[src/rtl/e2c_pkg.sv]
// shared constants, types and helpers for the epoch seconds to calendar pipeline
package e2c_pkg;

    // width of the signed seconds count that is used
    localparam int SECONDS_BITS = 40;
    localparam int IN_W         = ((SECONDS_BITS + 7) / 8) * 8;
    localparam int OUT_W        = 56;

    // register stages from input transfer to output register
    localparam int PIPE_DEPTH   = 11;
    localparam int TOD_DELAY    = PIPE_DEPTH - 7;

    localparam int SOD_W        = 17;

    // biased floor(secs / 128), day number plus bias, biased day of era shift
    localparam int UW  = SECONDS_BITS - 6;
    localparam int UM  = UW + 1;
    localparam int QW  = UW - 9;
    localparam int ZW  = QW + 2;
    localparam int ZM  = ZW + 1;
    localparam int ZP  = 2 * ZW + 1;
    localparam int EW  = ZW - 17;

    // floor(u / 675) by reciprocal, split into two partial products
    localparam int S675 = UW + 10;
    localparam logic [UW:0] M675 = UM'(((64'd1 << S675) + 64'd674) / 64'd675);
    localparam int MLW  = UM / 2;
    localparam int MHW  = UM - MLW;
    localparam int PLW  = UW + MLW;
    localparam int PHW  = UW + MHW;
    localparam int SUMW = 2 * UW + 1;

    localparam logic [UW-1:0] BIAS675 = UW'(64'd675 << (SECONDS_BITS - 17));

    // day number to march based day count with whole eras added to stay positive
    localparam logic [ZW-1:0] ZZ_OFFSET = ZW'(64'd719468
                                              + (64'd146097 << (SECONDS_BITS - 34))
                                              - (64'd1 << (SECONDS_BITS - 17)));

    localparam int S_ERA = ZW + 18;
    localparam logic [ZW:0] M_ERA = ZM'(((64'd1 << S_ERA) + 64'd146096) / 64'd146097);
    localparam int S7 = ZW + 3;
    localparam logic [ZW:0] M7 = ZM'(((64'd1 << S7) + 64'd6) / 64'd7);

    // removes the era bias and the 1900 base from the year
    localparam logic [15:0] YEAR_OFFSET = 16'((64'd400 << (SECONDS_BITS - 34)) + 64'd1900);

    // fixed width reciprocals
    localparam logic [17:0] M60_SOD  = 18'(((64'd1 << 23) + 64'd59) / 64'd60);
    localparam logic [11:0] M60_MIN  = 12'(((64'd1 << 17) + 64'd59) / 64'd60);
    localparam logic [18:0] M1460    = 19'(((64'd1 << 29) + 64'd1459) / 64'd1460);
    localparam logic [18:0] M36524   = 19'(((64'd1 << 34) + 64'd36523) / 64'd36524);
    localparam logic [18:0] M365     = 19'(((64'd1 << 27) + 64'd364) / 64'd365);
    localparam logic [9:0]  M100     = 10'(((64'd1 << 16) + 64'd99) / 64'd100);
    localparam logic [11:0] M153     = 12'(((64'd1 << 19) + 64'd152) / 64'd153);

    localparam logic [17:0] LAST_DAY_OF_ERA = 18'd146096;
    localparam logic [3:0]  FIRST_JAN_MP    = 4'd10;

    typedef struct packed {
        logic [ZW-1:0]    zz;
        logic [SOD_W-1:0] sod;
    } e2c_day_t;

    typedef struct packed {
        logic [4:0] hour;
        logic [5:0] minute;
        logic [5:0] second;
    } e2c_tod_t;

    typedef struct packed {
        logic [4:0]  dom;
        logic [3:0]  month;
        logic [8:0]  yday;
        logic [15:0] years;
        logic [2:0]  weekday;
    } e2c_date_t;

    // day of the march based year on which each month starts
    function automatic logic [8:0] month_start(input logic [3:0] mp);
        logic [8:0] start;
        case (mp)
            4'd0:    start = 9'd0;
            4'd1:    start = 9'd31;
            4'd2:    start = 9'd61;
            4'd3:    start = 9'd92;
            4'd4:    start = 9'd122;
            4'd5:    start = 9'd153;
            4'd6:    start = 9'd184;
            4'd7:    start = 9'd214;
            4'd8:    start = 9'd245;
            4'd9:    start = 9'd275;
            4'd10:   start = 9'd306;
            4'd11:   start = 9'd337;
            default: start = 9'd0;
        endcase
        return start;
    endfunction

endpackage

[src/rtl/e2c_day_split.sv]
// stages one to four: floor split of seconds into day count and second of day
module e2c_day_split
    import e2c_pkg::*;
(
    input  logic                    clk,
    input  logic                    en,
    input  logic [SECONDS_BITS-1:0] epoch_seconds,
    output e2c_day_t                day
);

    logic [UW-1:0]   u1_reg, u1_next;
    logic [6:0]      r1_reg;
    logic [PLW-1:0]  pl2_reg, pl2_next;
    logic [PHW-1:0]  ph2_reg, ph2_next;
    logic [9:0]      u2_reg;
    logic [6:0]      r2_reg;
    logic [QW-1:0]   q3_reg, q3_next;
    logic [9:0]      u3_reg;
    logic [6:0]      r3_reg;
    e2c_day_t        day_reg, day_next;

    logic [SUMW-1:0] sum;
    logic [19:0]     qm;
    logic [9:0]      rem;

    always_comb
    begin
        // arithmetic shift by 128, then bias so the divide by 675 stays unsigned
        u1_next  = {epoch_seconds[SECONDS_BITS-1], epoch_seconds[SECONDS_BITS-1:7]}
                   + BIAS675;
        pl2_next = PLW'(u1_reg) * PLW'(M675[MLW-1:0]);
        ph2_next = PHW'(u1_reg) * PHW'(M675[UW:MLW]);
        sum      = SUMW'({ph2_reg, {MLW{1'b0}}}) + SUMW'(pl2_reg);
        q3_next  = sum[S675 +: QW];
        // remainder is below 675, so ten bits carry it
        qm       = 20'(q3_reg[9:0]) * 20'd675;
        rem      = u3_reg - qm[9:0];
        day_next.sod = {rem, r3_reg};
        day_next.zz  = ZW'(q3_reg) + ZZ_OFFSET;
    end

    always_ff @(posedge clk)
    begin
        if (en)
        begin
            u1_reg  <= u1_next;
            r1_reg  <= epoch_seconds[6:0];
            pl2_reg <= pl2_next;
            ph2_reg <= ph2_next;
            u2_reg  <= u1_reg[9:0];
            r2_reg  <= r1_reg;
            q3_reg  <= q3_next;
            u3_reg  <= u2_reg;
            r3_reg  <= r2_reg;
            day_reg <= day_next;
        end
    end

    assign day = day_reg;

endmodule

[src/rtl/e2c_tod.sv]
// stages five to eleven: hour, minute and second from the second of day
module e2c_tod
    import e2c_pkg::*;
(
    input  logic             clk,
    input  logic             en,
    input  logic [SOD_W-1:0] sod,
    output e2c_tod_t         tod
);

    logic [10:0] mins5_reg, mins5_next;
    logic [5:0]  sod5_reg;
    logic [5:0]  sec6_reg, sec6_next;
    logic [4:0]  hour6_reg, hour6_next;
    logic [5:0]  min6_reg;
    e2c_tod_t    tod7_reg, tod7_next;
    e2c_tod_t    tod_pipe_reg [TOD_DELAY];

    logic [34:0] p_sod;
    logic [11:0] mm;
    logic [22:0] p_min;
    logic [10:0] hm;

    always_comb
    begin
        p_sod      = 35'(sod) * 35'(M60_SOD);
        mins5_next = p_sod[23 +: 11];
        mm         = 12'(mins5_reg[5:0]) * 12'd60;
        sec6_next  = sod5_reg - mm[5:0];
        p_min      = 23'(mins5_reg) * 23'(M60_MIN);
        hour6_next = p_min[17 +: 5];
        hm         = 11'(hour6_reg) * 11'd60;
        tod7_next.hour   = hour6_reg;
        tod7_next.minute = min6_reg - hm[5:0];
        tod7_next.second = sec6_reg;
    end

    always_ff @(posedge clk)
    begin
        if (en)
        begin
            mins5_reg <= mins5_next;
            sod5_reg  <= sod[5:0];
            sec6_reg  <= sec6_next;
            hour6_reg <= hour6_next;
            min6_reg  <= mins5_reg[5:0];
            tod7_reg  <= tod7_next;
            tod_pipe_reg[0] <= tod7_reg;
            for (int i = 1; i < TOD_DELAY; i++)
            begin
                tod_pipe_reg[i] <= tod_pipe_reg[i-1];
            end
        end
    end

    assign tod = tod_pipe_reg[TOD_DELAY-1];

endmodule

[src/rtl/e2c_civil.sv]
// stages five to eleven: civil date and weekday from the biased day count
module e2c_civil
    import e2c_pkg::*;
(
    input  logic      clk,
    input  logic      en,
    input  e2c_day_t  day,
    output e2c_date_t date
);

    // stage five
    logic [EW-1:0] era5_reg;
    logic [2:0]    wq5_reg;
    logic [17:0]   zz5_reg;
    // stage six
    logic [17:0]   doe6_reg, doe6_next;
    logic [EW-1:0] era6_reg;
    logic [2:0]    wd6_reg, wd6_next;
    // stage seven
    logic [17:0]   a7_reg, a7_next;
    logic [17:0]   doe7_reg;
    logic [EW-1:0] era7_reg;
    logic [2:0]    wd7_reg;
    // stage eight
    logic [8:0]    yoe8_reg, yoe8_next;
    logic [17:0]   doe8_reg;
    logic [EW-1:0] era8_reg;
    logic [2:0]    wd8_reg;
    // stage nine
    logic [8:0]    doy9_reg, doy9_next;
    logic          leap9_reg, leap9_next;
    logic [15:0]   ybase9_reg, ybase9_next;
    logic [2:0]    wd9_reg;
    // stage ten
    logic [3:0]    mp10_reg, mp10_next;
    logic [8:0]    doy10_reg;
    logic          leap10_reg;
    logic [15:0]   ybase10_reg;
    logic [2:0]    wd10_reg;
    // stage eleven
    e2c_date_t     date_reg, date_next;

    logic [ZP-1:0] era_prod, wk_prod;
    logic [35:0]   em;
    logic [2:0]    wraw;
    logic [3:0]    w3;
    logic [36:0]   p1460, p36524, p365;
    logic [18:0]   p100;
    logic [1:0]    c100;
    logic [8:0]    c100x;
    logic [17:0]   base;
    logic [31:0]   era400;
    logic [10:0]   x153;
    logic [22:0]   p153;
    logic [8:0]    start;
    logic          late;

    always_comb
    begin
        era_prod = ZP'(day.zz) * ZP'(M_ERA);
        wk_prod  = ZP'(day.zz) * ZP'(M7);

        // day of era; weekday is (zz + 3) mod 7 since eras hold whole weeks
        em        = 36'(era5_reg) * 36'd146097;
        doe6_next = zz5_reg - em[17:0];
        wraw      = zz5_reg[2:0] + wq5_reg;
        w3        = {1'b0, wraw} + 4'd3;
        wd6_next  = (w3 >= 4'd7) ? 3'(w3 - 4'd7) : w3[2:0];

        // leap day corrections ahead of the divide by 365
        p1460   = 37'(doe6_reg) * 37'(M1460);
        p36524  = 37'(doe6_reg) * 37'(M36524);
        a7_next = doe6_reg - 18'(p1460[29 +: 7]) + 18'(p36524[34 +: 3])
                  - 18'(doe6_reg == LAST_DAY_OF_ERA);

        p365      = 37'(a7_reg) * 37'(M365);
        yoe8_next = p365[27 +: 9];

        p100        = 19'(yoe8_reg) * 19'(M100);
        c100        = p100[16 +: 2];
        c100x       = 9'(c100) * 9'd100;
        leap9_next  = (yoe8_reg[1:0] == 2'd0) && ((yoe8_reg != c100x) || (yoe8_reg == 9'd0));
        base        = 18'(yoe8_reg) * 18'd365 + 18'(yoe8_reg[8:2]) - 18'(c100);
        doy9_next   = 9'(doe8_reg - base);
        era400      = 32'(era8_reg) * 32'd400;
        ybase9_next = 16'(yoe8_reg) + era400[15:0] - YEAR_OFFSET;

        x153      = 11'(doy9_reg) * 11'd5 + 11'd2;
        p153      = 23'(x153) * 23'(M153);
        mp10_next = p153[19 +: 4];

        // march based month back to january based, january and february roll the year
        start  = month_start(mp10_reg);
        late   = (mp10_reg >= FIRST_JAN_MP);
        date_next.dom     = 5'(doy10_reg - start + 9'd1);
        date_next.month   = late ? (mp10_reg - 4'd10) : (mp10_reg + 4'd2);
        date_next.yday    = late ? (doy10_reg - 9'd306)
                                 : (doy10_reg + 9'd59 + 9'(leap10_reg));
        date_next.years   = ybase10_reg + 16'(late);
        date_next.weekday = wd10_reg;
    end

    always_ff @(posedge clk)
    begin
        if (en)
        begin
            era5_reg    <= era_prod[S_ERA +: EW];
            wq5_reg     <= wk_prod[S7 +: 3];
            zz5_reg     <= day.zz[17:0];

            doe6_reg    <= doe6_next;
            era6_reg    <= era5_reg;
            wd6_reg     <= wd6_next;

            a7_reg      <= a7_next;
            doe7_reg    <= doe6_reg;
            era7_reg    <= era6_reg;
            wd7_reg     <= wd6_reg;

            yoe8_reg    <= yoe8_next;
            doe8_reg    <= doe7_reg;
            era8_reg    <= era7_reg;
            wd8_reg     <= wd7_reg;

            doy9_reg    <= doy9_next;
            leap9_reg   <= leap9_next;
            ybase9_reg  <= ybase9_next;
            wd9_reg     <= wd8_reg;

            mp10_reg    <= mp10_next;
            doy10_reg   <= doy9_reg;
            leap10_reg  <= leap9_reg;
            ybase10_reg <= ybase9_reg;
            wd10_reg    <= wd9_reg;

            date_reg    <= date_next;
        end
    end

    assign date = date_reg;

endmodule

[src/rtl/epoch_seconds_to_calendar_top.sv]
// top level: signed epoch seconds to broken-down utc calendar time
// throughput: one transfer per cycle unless stalled; all eleven register stages advance together
// stall: a held output freezes every stage, so s_tready drops while m_tvalid waits
// reset: rst_n is asynchronous and active low, it clears the stage valid bits only
module epoch_seconds_to_calendar_top
    import e2c_pkg::*;
(
    input  logic             clk,
    input  logic             rst_n,
    input  logic             s_tvalid,
    output logic             s_tready,
    // epoch_seconds, signed
    input  logic [IN_W-1:0]  s_tdata,
    output logic             m_tvalid,
    input  logic             m_tready,
    // second_of_minute, minute_of_hour, hour_of_day, weekday, years_since_1900,
    // day_of_year, month_index, day_of_month, zero pad
    output logic [OUT_W-1:0] m_tdata
);

    // one valid bit per stage, shifted in step with the data registers
    logic [PIPE_DEPTH-1:0] valid_reg, valid_next;
    logic                  advance;

    e2c_day_t  day;
    e2c_tod_t  tod;
    e2c_date_t date;

    // the whole pipe moves unless a finished result is waiting
    assign advance  = !valid_reg[PIPE_DEPTH-1] || m_tready;
    assign s_tready = advance;
    assign m_tvalid = valid_reg[PIPE_DEPTH-1];

    always_comb
    begin
        valid_next = valid_reg;
        if (advance)
        begin
            valid_next = {valid_reg[PIPE_DEPTH-2:0], s_tvalid};
        end
    end

    always_ff @(posedge clk or negedge rst_n)
    begin
        if (!rst_n)
        begin
            valid_reg <= '0;
        end
        else
        begin
            valid_reg <= valid_next;
        end
    end

    // stages one to four: day count and second of day
    e2c_day_split u_day_split
    (
        .clk           (clk),
        .en            (advance),
        .epoch_seconds (s_tdata[SECONDS_BITS-1:0]),
        .day           (day)
    );

    // stages five to eleven: time of day
    e2c_tod u_tod
    (
        .clk (clk),
        .en  (advance),
        .sod (day.sod),
        .tod (tod)
    );

    // stages five to eleven: calendar date and weekday
    e2c_civil u_civil
    (
        .clk  (clk),
        .en   (advance),
        .day  (day),
        .date (date)
    );

    // result fields packed from the lowest bit up
    assign m_tdata = {2'b00, date.dom, date.month, date.yday, date.years, date.weekday,
                      tod.hour, tod.minute, tod.second};

`ifndef ASSERT_OFF
    a_stall_blocks_input: assert property (@(posedge clk) disable iff (!rst_n)
        (m_tvalid && !m_tready) |-> !s_tready)
        else $error("input taken while a result is held");

    a_field_ranges: assert property (@(posedge clk) disable iff (!rst_n)
        m_tvalid |-> (tod.second < 6'd60) && (tod.minute < 6'd60) && (tod.hour < 5'd24)
                     && (date.weekday < 3'd7) && (date.month < 4'd12)
                     && (date.dom != 5'd0) && (date.yday < 9'd366))
        else $error("calendar field out of range");

    a_january_yday: assert property (@(posedge clk) disable iff (!rst_n)
        (m_tvalid && (date.month == 4'd0)) |-> (date.yday == 9'(date.dom) - 9'd1))
        else $error("day of year disagrees with day of month in january");

    a_february_len: assert property (@(posedge clk) disable iff (!rst_n)
        (m_tvalid && (date.month == 4'd1)) |-> (date.dom < 5'd30))
        else $error("february day beyond 29");
`endif

endmodule

[config.mk]
export PLATFORM = sky130hd
export DESIGN_NAME = epoch_seconds_to_calendar_top
export DESIGN_NICKNAME = d
export VERILOG_FILES = /design/src/rtl/e2c_pkg.sv /design/src/rtl/e2c_day_split.sv /design/src/rtl/e2c_tod.sv /design/src/rtl/e2c_civil.sv /design/src/rtl/epoch_seconds_to_calendar_top.sv
export SDC_FILE = /design/constraint.sdc
export NUM_CORES = 2
export LEC_CHECK = 0
export BUFFER_PORTS_ARGS = -buffer_cell sky130_fd_sc_hd__buf_4
export CELL_PAD_IN_SITES_DETAIL_PLACEMENT = 1
export CELL_PAD_IN_SITES_GLOBAL_PLACEMENT = 1
export CORE_MARGIN = 10
export CORE_UTILIZATION = 53
export DETAILED_ROUTE_END_ITERATION = 16
export PLACE_DENSITY = 0.8
export SLEW_MARGIN = 20
export SYNTH_ARGS = -nofsm -noshare
export SYNTH_HDL_FRONTEND = slang
export SYNTH_SLANG_ARGS = --single-unit
[constraint.sdc]
create_clock -name clk -period 48.4 [get_ports clk]
set_input_delay 7.26 -clock clk [delete_from_list [all_inputs] [get_ports clk]]
set_output_delay 7.26 -clock clk [all_outputs]
set_load 0.02 [all_outputs]
==> flow_summary.json <==
{
  "status": "completed",
  "drive_gt1_share_pct": 4.058,
  "wirelength_mm": 197.6,
  "grt.busiest_layer": "met2",
  "htreeDepth": 3,
  "ys_ff_latch": 590,
  "synth_top_cell_by_area": "ha_1",
  "postCtsSetupBuffers": 0,
  "synth_area_leaders": "ha_1 (28%), fa_1 (28%), edfxtp_1 (22%)",
  "clock-sinks": 590,
  "vias": 49590,
  "ant_nets": 0,
  "maxCapViolCount": 0,
  "n_antenna_cell": 0,
  "cts-root-buf": "clkbuf_16",
  "syn-cell-area_mm2": 0.07913,
  "syn_inst": 6872,
  "cts_buffer_depth": 3,
  "first_pass_iters": 5,
  "die_h_um": 406.4,
  "dpl.hpwl_mm": 163.3,
  "crit_path_end_kind": "primary output",
  "ys.flop_type": "edfxtp_1",
  "period_needed_ns": 15.51,
  "core_area_mm2": 0.1480,
  "rows": 141,
  "yosysMostFrequentCell": "inv_1",
  "startpoint_type": "primary input",
  "boundaryPins": 102,
  "finalHoldViolCount": 0,
  "tns_ns": 0,
  "synth.distinct_cells": 79,
  "die_x_um": 406.4,
  "report.final.slew_viol_count": 0,
  "wl_per_cell_um": 21.83,
  "tightest_slew_ns": 1.060,
  "cp_max_fo": 45,
  "drc": 0,
  "place_congestion": 0.9181,
  "nets": 9995,
  "gr-total-overflow": 0,
  "grt_pass1_wl_mm": 319.7,
  "finClkSkew_ns": 0.05613,
  "min_path_type": "reg -> reg",
  "clk_pin_slew_worst_paths_ns": 0.06,
  "cts_tree": "done",
  "synth_edf_count": 574,
  "first_global_vias": 59320,
  "area_growth_pct": 7.430,
  "clkLatencyLatePin_ns": 0.70,
  "grt_util_all_layers_pct": 24.64,
  "yosysWarnings": 0,
  "synth_area_per_cell_um2": 11.52,
  "cp.required_ns": 41.14,
  "holdBufCountCts": 0,
  "vias_per_cell": 5.479,
  "largest_reg_flops": 68,
  "grt_max_degree": 173,
  "worstPathArrival_ns": 8.25,
  "relSlewSlack_pct": 27.54,
  "grtUsageMet1_pct": 28.77,
  "die_area_mm2": 0.1652,
  "seq_area_frac_synth_pct": 22.26,
  "rsz0062_at_grt": "false",
  "crit_type": "in -> out",
  "drtIter0Drc": 2060,
  "async_flop_share_pct": 1.864,
  "yosysTopAreaCellShare_pct": 28.11,
  "period_share_pct": 32.04,
  "setup_violations": 0,
  "max_freq_mhz": 64.49,
  "portBuffers": 99,
  "cts_buffers": 72,
  "synth_common_cells": "inv_1 (1,834), ha_1 (1,778), fa_1 (1,106), edfxtp_1 (574), xnor2_1 (251)",
  "antenna_found_initial": 1,
  "use_met3_pct": 2.676,
  "grtUsageMet2_pct": 46.46,
  "initial_core_util_pct": 53.46,
  "postCtsResizedCells": 0
}
==> cells by family after synthesis <==
group / after synthesis / share of synthesized area, %
adder cells (fa/ha/maj): 2884 / 56.09
buffers and inverters: 1849 / 8.780
AO/OA/AOI/OAI: 636 / 5.316
flip-flops: 590 / 22.26
AND/OR/NAND/NOR: 541 / 3.385
XOR/XNOR: 356 / 3.958
multiplexers: 15 / 0.2087
other: 1 / 0.004739
==> layout make-up <==
class | instances | area (µm²)
clock inverters | 42 | 618.1
flip-flops and latches | 590 | 17610
clock buffers | 87 | 1868
fillers | 15360 | 63000
repair buffers | 133 | 1023
multi-input cells | 4434 | 54580
inverters | 1836 | 6892
well taps | 1930 | 2415
==> metrics by stage <==
stage	cell area, µm²	std cells	util [%]	hold WS [ns]	setup slack [ns]
after CTS	85010	9052	57.44	0.3914	32.87
after detailed placement	82530	8923	55.76	0.4052	32.87
final	85010	9052	57.44	0.3873	32.89
after floorplan	79140	6873	-	0.4003	17.66
after global routing	85010	9052	57.44	0.4006	32.81
after global placement	82530	8923	55.76	0.4002	32.85
==> cells in the final DEF, fill, tap and decap left out, types with 12 or more instances in the layout <==
| master | n |
|---|---|
| buf_4 | 131 |
| o211ai_1 | 16 |
| a21o_1 | 119 |
| xor2_1 | 104 |
| a21oi_1 | 182 |
| and3_1 | 28 |
| ha_1 | 1778 |
| nor2b_1 | 31 |
| nor3_1 | 39 |
| o21a_1 | 28 |
| clkbuf_16 | 72 |
| inv_1 | 1834 |
| mux2_2 | 12 |
| nor2_1 | 130 |
| fa_1 | 1106 |
| o21bai_1 | 31 |
| a21boi_0 | 12 |
| edfxtp_1 | 574 |
| a211oi_1 | 31 |
| or2_2 | 16 |
| a31oi_1 | 20 |
| nand2b_1 | 25 |
| xnor2_1 | 251 |
| nand2_1 | 125 |
| clkinv_1 | 12 |
| clkbuf_1 | 14 |
| nand4_1 | 39 |
| nand3_1 | 57 |
| o21ai_0 | 98 |
==> critical path, stage by stage <==
cell,delay (ns)
buf_4,0.08
nand2b_4,0.53
buf_4,0.34
==> metal layers <==
metal | wire length [µm] | vias to the layer above
li1 | - | 22710
met1 | 78500 | 25620
met2 | 105800 | 861
met3 | 6086 | 402
met4 | 7264 | 2
met5 | 13 | -
==> final timing paths <==
path | from | slack [ns] | end | depth (start not counted)
hold / removal | u_civil.ybase9_reg[1] | 0.39 | u_civil.ybase10_reg[1] | 0
max in group asynchronous | rst_n | 41.86 | valid_reg[6] | 1
hold reg to reg | u_civil.ybase9_reg[1] | 0.39 | u_civil.ybase10_reg[1] | 0
min in group asynchronous | rst_n | 6.39 | valid_reg[2] | 1
setup / recovery | m_tready | 32.89 | s_tready | 3
setup reg to reg | u_civil.doe6_reg[7] | 37.47 | u_civil.a7_reg[16] | 38
Power is left out: the tool's default activity adds up to more than one toggle a clock period on the data nets, which glitch-free logic cannot reach.
